### src/hdl/key1bf_pkg.sv
// Shared types, constants and helpers for the KEY1 block cipher core.
package key1bf_pkg;

  localparam int TableWords = 1042;          // P array plus four S-boxes
  localparam int PWords     = 18;
  localparam int SboxBase   = 'h048 / 4;     // first S-box word
  localparam int Rounds     = 16;
  localparam int RegenPairs = TableWords / 2;

  typedef enum logic [1:0] {
    OP_LOAD = 2'd0,
    OP_KEY  = 2'd1,
    OP_ENC  = 2'd2,
    OP_DEC  = 2'd3
  } op_t;

  typedef struct packed {
    op_t         op;
    logic [10:0] index;
    logic [31:0] data;
    logic [31:0] w0;
    logic [31:0] w1;
    logic [31:0] id;
    logic [1:0]  level;
    logic [1:0]  modulo;   // already forced to 1..3
  } cmd_t;

  typedef struct packed {
    logic empty;
    logic full;
  } q_stat_t;

  // i mod 3 for the P words
  localparam logic [1:0] Mod3 [PWords] = '{
    2'd0, 2'd1, 2'd2, 2'd0, 2'd1, 2'd2, 2'd0, 2'd1, 2'd2,
    2'd0, 2'd1, 2'd2, 2'd0, 2'd1, 2'd2, 2'd0, 2'd1, 2'd2
  };

  function automatic logic [31:0] swap_bytes(input logic [31:0] v);
    return {v[7:0], v[15:8], v[23:16], v[31:24]};
  endfunction

endpackage

### src/hdl/key1bf_queue.sv
// Two-entry command queue between front and back end.
module key1bf_queue import key1bf_pkg::*; (
  input  logic    clk,
  input  logic    rst,
  input  logic    push,
  input  cmd_t    push_cmd,
  input  logic    pop,
  output cmd_t    head,
  output q_stat_t q_stat
);

  cmd_t       slots [2];
  logic       wr_ptr;
  logic       rd_ptr;
  logic [1:0] count;

  always_ff @(posedge clk) begin
    if (rst) begin
      wr_ptr <= 1'b0;
      rd_ptr <= 1'b0;
      count  <= 2'd0;
    end else begin
      if (push) wr_ptr <= !wr_ptr;
      if (pop)  rd_ptr <= !rd_ptr;
      count <= count + 2'(push) - 2'(pop);
    end
  end

  always_ff @(posedge clk) begin
    if (push) slots[wr_ptr] <= push_cmd;
  end

  assign head         = slots[rd_ptr];
  assign q_stat.empty = (count == 2'd0);
  assign q_stat.full  = (count == 2'd2);

endmodule

### config.mk
export PLATFORM = sky130hd
export DESIGN_NAME = key1bf_queue
export DESIGN_NICKNAME = d
export VERILOG_FILES = /design/src/hdl/key1bf_pkg.sv /design/src/hdl/key1bf_queue.sv
export SDC_FILE = /design/constraint.sdc
export NUM_CORES = 1
export LEC_CHECK = 0
export BUFFER_PORTS_ARGS = -buffer_cell sky130_fd_sc_hd__buf_2
export CAP_MARGIN = 25
export CORE_ASPECT_RATIO = 2
export CORE_UTILIZATION = 54
export CTS_BUF_LIST = sky130_fd_sc_hd__clkbuf_4 sky130_fd_sc_hd__clkbuf_8
export CTS_CLUSTER_DIAMETER = 120
export CTS_CLUSTER_SIZE = 8
export DETAILED_ROUTE_END_ITERATION = 10
export GPL_TIMING_DRIVEN = 0
export PLACE_DENSITY = 0.93
export SKIP_LAST_GASP = 1
export SLEW_MARGIN = 15
export SYNTH_ARGS = -nofsm -noshare
export SYNTH_HDL_FRONTEND = slang
export SYNTH_SLANG_ARGS = --single-unit
### constraint.sdc
create_clock -name clk -period 10.1 [get_ports clk]
set_clock_uncertainty 0.1 [all_clocks]
set_input_delay 1.01 -clock clk [delete_from_list [all_inputs] [get_ports clk]]
set_output_delay 1.01 -clock clk [all_outputs]
set_load 0.005 [all_outputs]
==> results of run 1 <==
[worst paths after layout]
check	startpoint	endpoint	slack [ns]	cells past startpoint
setup / recovery	flip-flop	head[108]	7.13	5
hold / removal	rd_ptr	flip-flop	0.44	2
setup reg to reg	wr_ptr	slots[1][83]	7.91	3
hold reg to reg	rd_ptr	flip-flop	0.44	2
[cell type report]
class | instances | area (um2)
clock buffer | 52 | 659
sequential | 295 | 8810
timing repair buffer | 303 | 1680
clock inverter | 1 | 7.51
fill | 1236 | 6250
buffer | 16 | 124
inverter | 2 | 7.51
antenna | 5 | 12.5
tap | 262 | 328
multi-input combinational | 159 | 1940
[per-stage QoR]
| step | area (um2) | instances | setup WS, ns | setup TNS (ns) |
|---|---|---|---|---|
| floorplan | 10900 | 472 | 2.05 | 0 |
| global placement | 12700 | 1029 | -1.34 | -192.62 |
| detailed placement | 12900 | 1037 | 7.18 | 0 |
| CTS | 13600 | 1090 | 7.06 | 0 |
| global route | 13600 | 1094 | 7.04 | 0 |
| finish | 13600 | 1095 | 7.13 | 0 |
[worst max-delay path, delay by kind of cell (launching register included)]
kind / cells / cell delay (ns)
DFF: 1 / 0.32
muxes: 1 / 0.31
buffers and inverters: 4 / 0.69
[routing by layer]
layer	vias to the layer above	track usage (%)	share of wire [%]
met4	4	12.3	5.0
li1	2560	-	-
met5	-	0	0.093
met3	72	4.54	5.3
met2	246	38.9	57
met1	2725	19.8	32
[cells by family after synthesis]
kind of cell / after synthesis / synth area share (%)
multiplexers: 145 / 16.7
AND/OR/NAND/NOR: 9 / 0.403
adder cells (fa/ha/maj): 2 / 0.230
buffers and inverters: 18 / 1.21
flip-flops: 295 / 81.0
XOR/XNOR: 3 / 0.368
[registers in the layout, indices dropped and copies added (netlist names), named ones only]
name    flops
wr_ptr      1
slots     290
rd_ptr      1
count       2
[placed cells by master, fill, tap and decap left out, drive strengths merged]
cell type,count
clkbuf,52
nor2b,3
inv,2
buf,319
xnor2,2
xnor3,1
mux2,145
diode,5
and2,1
ha,2
nor2,5
dfxtp,5
edfxtp,290
clkinvlp,1
[where the power goes]
group	internal (W)	switching, W
registers	0.00143	0.0000190
clock network	0.000415	0.000391
logic	0.000165	0.000144
total	0.00201	0.000554
==> results.yml, run 1 <==
outcome:
  status: "completed"
worst_setup_path:
  cpPeakStageDelay_ns: 0.32
  crit_top_cell: "buf_6"
  crit_type: "flip-flop to output port"
  required_ns: 8.99
  cp-start-kind: "flip-flop"
  worst_ep_arrival_time_ns: 1.86
  worst_path_max_delay_cell: "dfxtp_1"
  cp_max_fo: 10
  path_cells: "buf_6 > buf_6 > buf_6 > mux2_4 > buf_2"
  critPathCaptureType: "output port"
logic_synthesis:
  synth_nets: 623
  post-synth-top-area-fraction_pct: 80.1
  synth_common_cells: "edfxtp_1 (290), mux2_2 (95), mux2_4 (50)"
  ys_seq_area_share_pct: 81.0
  syn_inst: 472
  synth.avg_cell_area_um2: 23.0
  yosysMostFrequentCell: "edfxtp_1"
  syn_area_um2: 10900
  ys_seq_elements: 295
  synthArstFlopShare_pct: 0
  yosysWarnings: 0
  synth_edf_count: 290
  ys_types: 13
  netlist_top_cells_area: "edfxtp_1 (80%), mux2_2 (9.8%), mux2_4 (6.9%)"
  synth_ff_type: "edfxtp_1"
  yosys.area.top_type: "edfxtp_1"
timing:
  grt_setup_unrepaired: "false"
  fmax_mhz: 337
  setup_viol: 0
  worst_slew_pin_slew_ns: 0.751
  slew_headroom_pct: 50.0
  timing.hold.ws_ns: 0.441
  maxSlewViolCount: 0
  period_needed_ns: 2.97
  fin_crit_sh_pct: 29.4
  finalHoldViolations: 0
floorplanning:
  die_area_um2: 20700
  die_h_um: 203
  initial_utilization_pct: 54.8
  chipWidth_um: 102
  coreArea_um2: 19800
  design.portCount: 296
  row_count: 73
detailed_routing:
  antenna_left: 0
  routed-via-count: 5607
  vias_per_cell: 5.12
  routedWlPerCell_um: 19.7
  drc: 0
  firstDrtPassIters: 4
  drt_iter0_markers: 208
  wl_um: 21600
power_and_ir_drop:
  ir_worst_vdd_v: 0.000143
  powerDensity_nw_per_um2: 189
  leakage_nw: 5.25
  total_power_w: 0.00256
clock_tree:
  postCtsSetupBuffers: 0
  ctsHoldBuffers: 0
  cts_buffers: 42
  cts_max_path_buffers: 3
  ctsResizeCount: 0
  root_buffer: "clkbuf_8"
  cts.sinks: 295
  clk_pin_slew_worst_paths_ns: 0.06
  cts_max_level: 2
  clkLatencyLatePin_ns: 0.52
  cts_tree: "done"
global_routing:
  antenna_found_initial: 6
  grt_pass1_wl_um: 31200
  grt_usage_pct: 20.8
  grt.overflow.total: 0
  grt_max_degree: 54
  grt_pass1_vias: 6096
final_layout:
  nNetsFinal: 970
  areaGrowthSynthToFinish_pct: 24.8
  fin_util_pct: 68.5
  drive_above_1_share_pct: 62.7
placement:
  gp_congestion: 0.767
  io_buffers: 295
  dp.final_hpwl_um: 15300
min_path:
  hold_class: "flip-flop to flip-flop"
job:
  maxCapViolations: 0
Note: power is estimated with default switching activity, not from simulation.
==> inputs of run 2 (changes only) <==
--- a/config.mk
+++ b/config.mk
@@ -8,13 +8,13 @@
 export BUFFER_PORTS_ARGS = -buffer_cell sky130_fd_sc_hd__buf_2
 export CAP_MARGIN = 25
 export CORE_ASPECT_RATIO = 2
-export CORE_UTILIZATION = 54
+export CORE_UTILIZATION = 49
 export CTS_BUF_LIST = sky130_fd_sc_hd__clkbuf_4 sky130_fd_sc_hd__clkbuf_8
 export CTS_CLUSTER_DIAMETER = 120
 export CTS_CLUSTER_SIZE = 8
 export DETAILED_ROUTE_END_ITERATION = 10
 export GPL_TIMING_DRIVEN = 0
-export PLACE_DENSITY = 0.93
+export PLACE_DENSITY = 0.89
 export SKIP_LAST_GASP = 1
 export SLEW_MARGIN = 15
 export SYNTH_ARGS = -nofsm -noshare
==> constraint.sdc (replaced) <==
create_clock -name clk -period 2.6 [get_ports clk]
set_clock_uncertainty 0.1 [all_clocks]
set_input_delay 0.26 -clock clk [delete_from_list [all_inputs] [get_ports clk]]
set_output_delay 0.26 -clock clk [all_outputs]
set_load 0.005 [all_outputs]
==> results.yml, run 2 (synthesis results as in run 1) <==
detailed_routing:
  drt_iter0_markers: 229
  vias_per_cell: 5.05
  wl_um: 25300
  antenna_left: 0
  routedWlPerCell_um: 20.2
  firstDrtPassIters: 4
  drc: 0
  routed-via-count: 6313
power_and_ir_drop:
  leakage_nw: 5.84
  total_power_w: 0.0102
  powerDensity_nw_per_um2: 679
  ir_worst_vdd_v: 0.000563
clock_tree:
  cts_buffers: 42
  cts_tree: "done"
  postCtsSetupBuffers: 0
  root_buffer: "clkbuf_8"
  clkLatencyLatePin_ns: 0.52
  cts_max_path_buffers: 3
  cts_max_level: 2
  clk_pin_slew_worst_paths_ns: 0.06
  cts.sinks: 295
placement:
  io_buffers: 295
  gp_congestion: 0.770
  dp.final_hpwl_um: 14900
  dpl_worst_slack_ns: 0.400
  placedCellCount: 1047
floorplanning:
  coreArea_um2: 21700
  die_area_um2: 22800
  chipWidth_um: 107
  design.portCount: 296
  row_count: 76
  initial_utilization_pct: 50.1
  die_h_um: 213
worst_setup_path:
  r2r_start: "wr_ptr"
  cp_max_fo: 10
  worst_r2r_endpoint: "slots[0][138]"
  r2r_cells: 4
  worst_ep_arrival_time_ns: 1.89
  cp-start-kind: "flip-flop"
  crit_type: "flip-flop to output port"
  required_ns: 2.24
  r2r_slack_ns: 0.48
  critPathCaptureType: "output port"
timing:
  worst_slew_pin_slew_ns: 0.824
  setup_viol: 0
  grt_setup_unrepaired: "false"
  finalHoldViolations: 0
  fin_crit_sh_pct: 86.4
  period_needed_ns: 2.25
  slew_headroom_pct: 44.9
  fmax_mhz: 445
  timing.hold.ws_ns: 0.0601
  fin_ws_ns: 0.353
  maxSlewViolCount: 0
global_routing:
  grt_usage_pct: 22.0
  grt_pass1_vias: 7020
  grt_pass1_wl_um: 36900
  grt.overflow.total: 0
  antenna_found_initial: 2
  grt_max_degree: 60
final_layout:
  final_cell_mix: "buf_2 (304), edfxtp_1 (290), dlygate4sd3_1 (148), mux2_2 (95), mux2_4 (50)"
  areaGrowthSynthToFinish_pct: 38.1
  regMostFlops: "slots"
  largestRegisters: "slots: 290 flops, count: 2 flops"
  nFillCells: 1318
  layout_commonest_cell: "buf_2"
  largest_register_ffs: 290
  fin_cells: 1249
  drive_above_1_share_pct: 53.2
  nNetsFinal: 1117
  ff_latch_area_um2: 8810
  multiInputGateArea_um2: 1940
  fin_util_pct: 69.2
min_path:
  hold_class: "input pin to flip-flop"
  whs_path_depth: 3
  hp-start: "push"
  min_to: "count[0]"
outcome:
  status: "completed"
job:
  maxCapViolations: 0
-- run 2: report_power, final --
part / internal (W) / switching, W / total [W]
sequential: 0.00556 / 0.0000815 / 0.00564
clock: 0.00160 / 0.00156 / 0.00316
combinational: 0.000778 / 0.000616 / 0.00139
-- run 2: layout make-up --
cell class / instances / area share (%)
Clock inverter: 1 / 0.0500
Buffer: 16 / 0.825
Inverter: 2 / 0.0500
Multi-Input combinational cell: 159 / 12.9
Sequential cell: 295 / 58.7
Clock buffer: 51 / 4.34
Antenna cell: 2 / 0.0333
Timing Repair Buffer: 450 / 20.8
Tap cell: 273 / 2.28
-- run 2: worst max path at each step --
stage                   to  startpoint  cells past startpoint  slack [ns]
2_1_floorplan  slots[0][0]      wr_ptr                      1       -0.40
3_3_place_gp   slots[0][2]        push                      2       -1.52
3_5_place_dp   slots[0][0]        push                      5        0.40
4_1_cts          head[139]   flip-flop                      5        0.29
5_1_grt          head[121]   flip-flop                      5        0.27
6_report          head[96]   flip-flop                      5        0.35
-- run 2: layer usage --
metal | share of wire [%] | wire (um) | GRT usage [%]
met1 | 31 | 7830 | 19.2
met2 | 59 | 14900 | 44.8
met3 | 5.2 | 1310 | 4.23
met4 | 4.6 | 1160 | 12.0
met5 | 0 | 0 | 0
-- run 2: stage by stage --
step | TNS, ns | cell area (um2)
6_report | 0 | 15000
5_1_grt | 0 | 15000
4_1_cts | 0 | 15000
3_5_place_dp | 0 | 12900
3_3_place_gp | -352.32 | 12700
2_1_floorplan | -71.63 | 10900
-- run 2: repair_timing --
| action | 4_1_cts | 5_1_grt |
|---|---|---|
| resized for setup | 0 | 0 |
| hold endpoints to repair | 295 | 0 |
| hold buffers | 148 | 0 |
-- run 2: critical path, cell delays in order, from the launching register on --
cell     delay (ns)
dfxtp_1        0.32
buf_6          0.17
buf_6          0.20
buf_6          0.20
mux2_4         0.32
buf_2          0.13
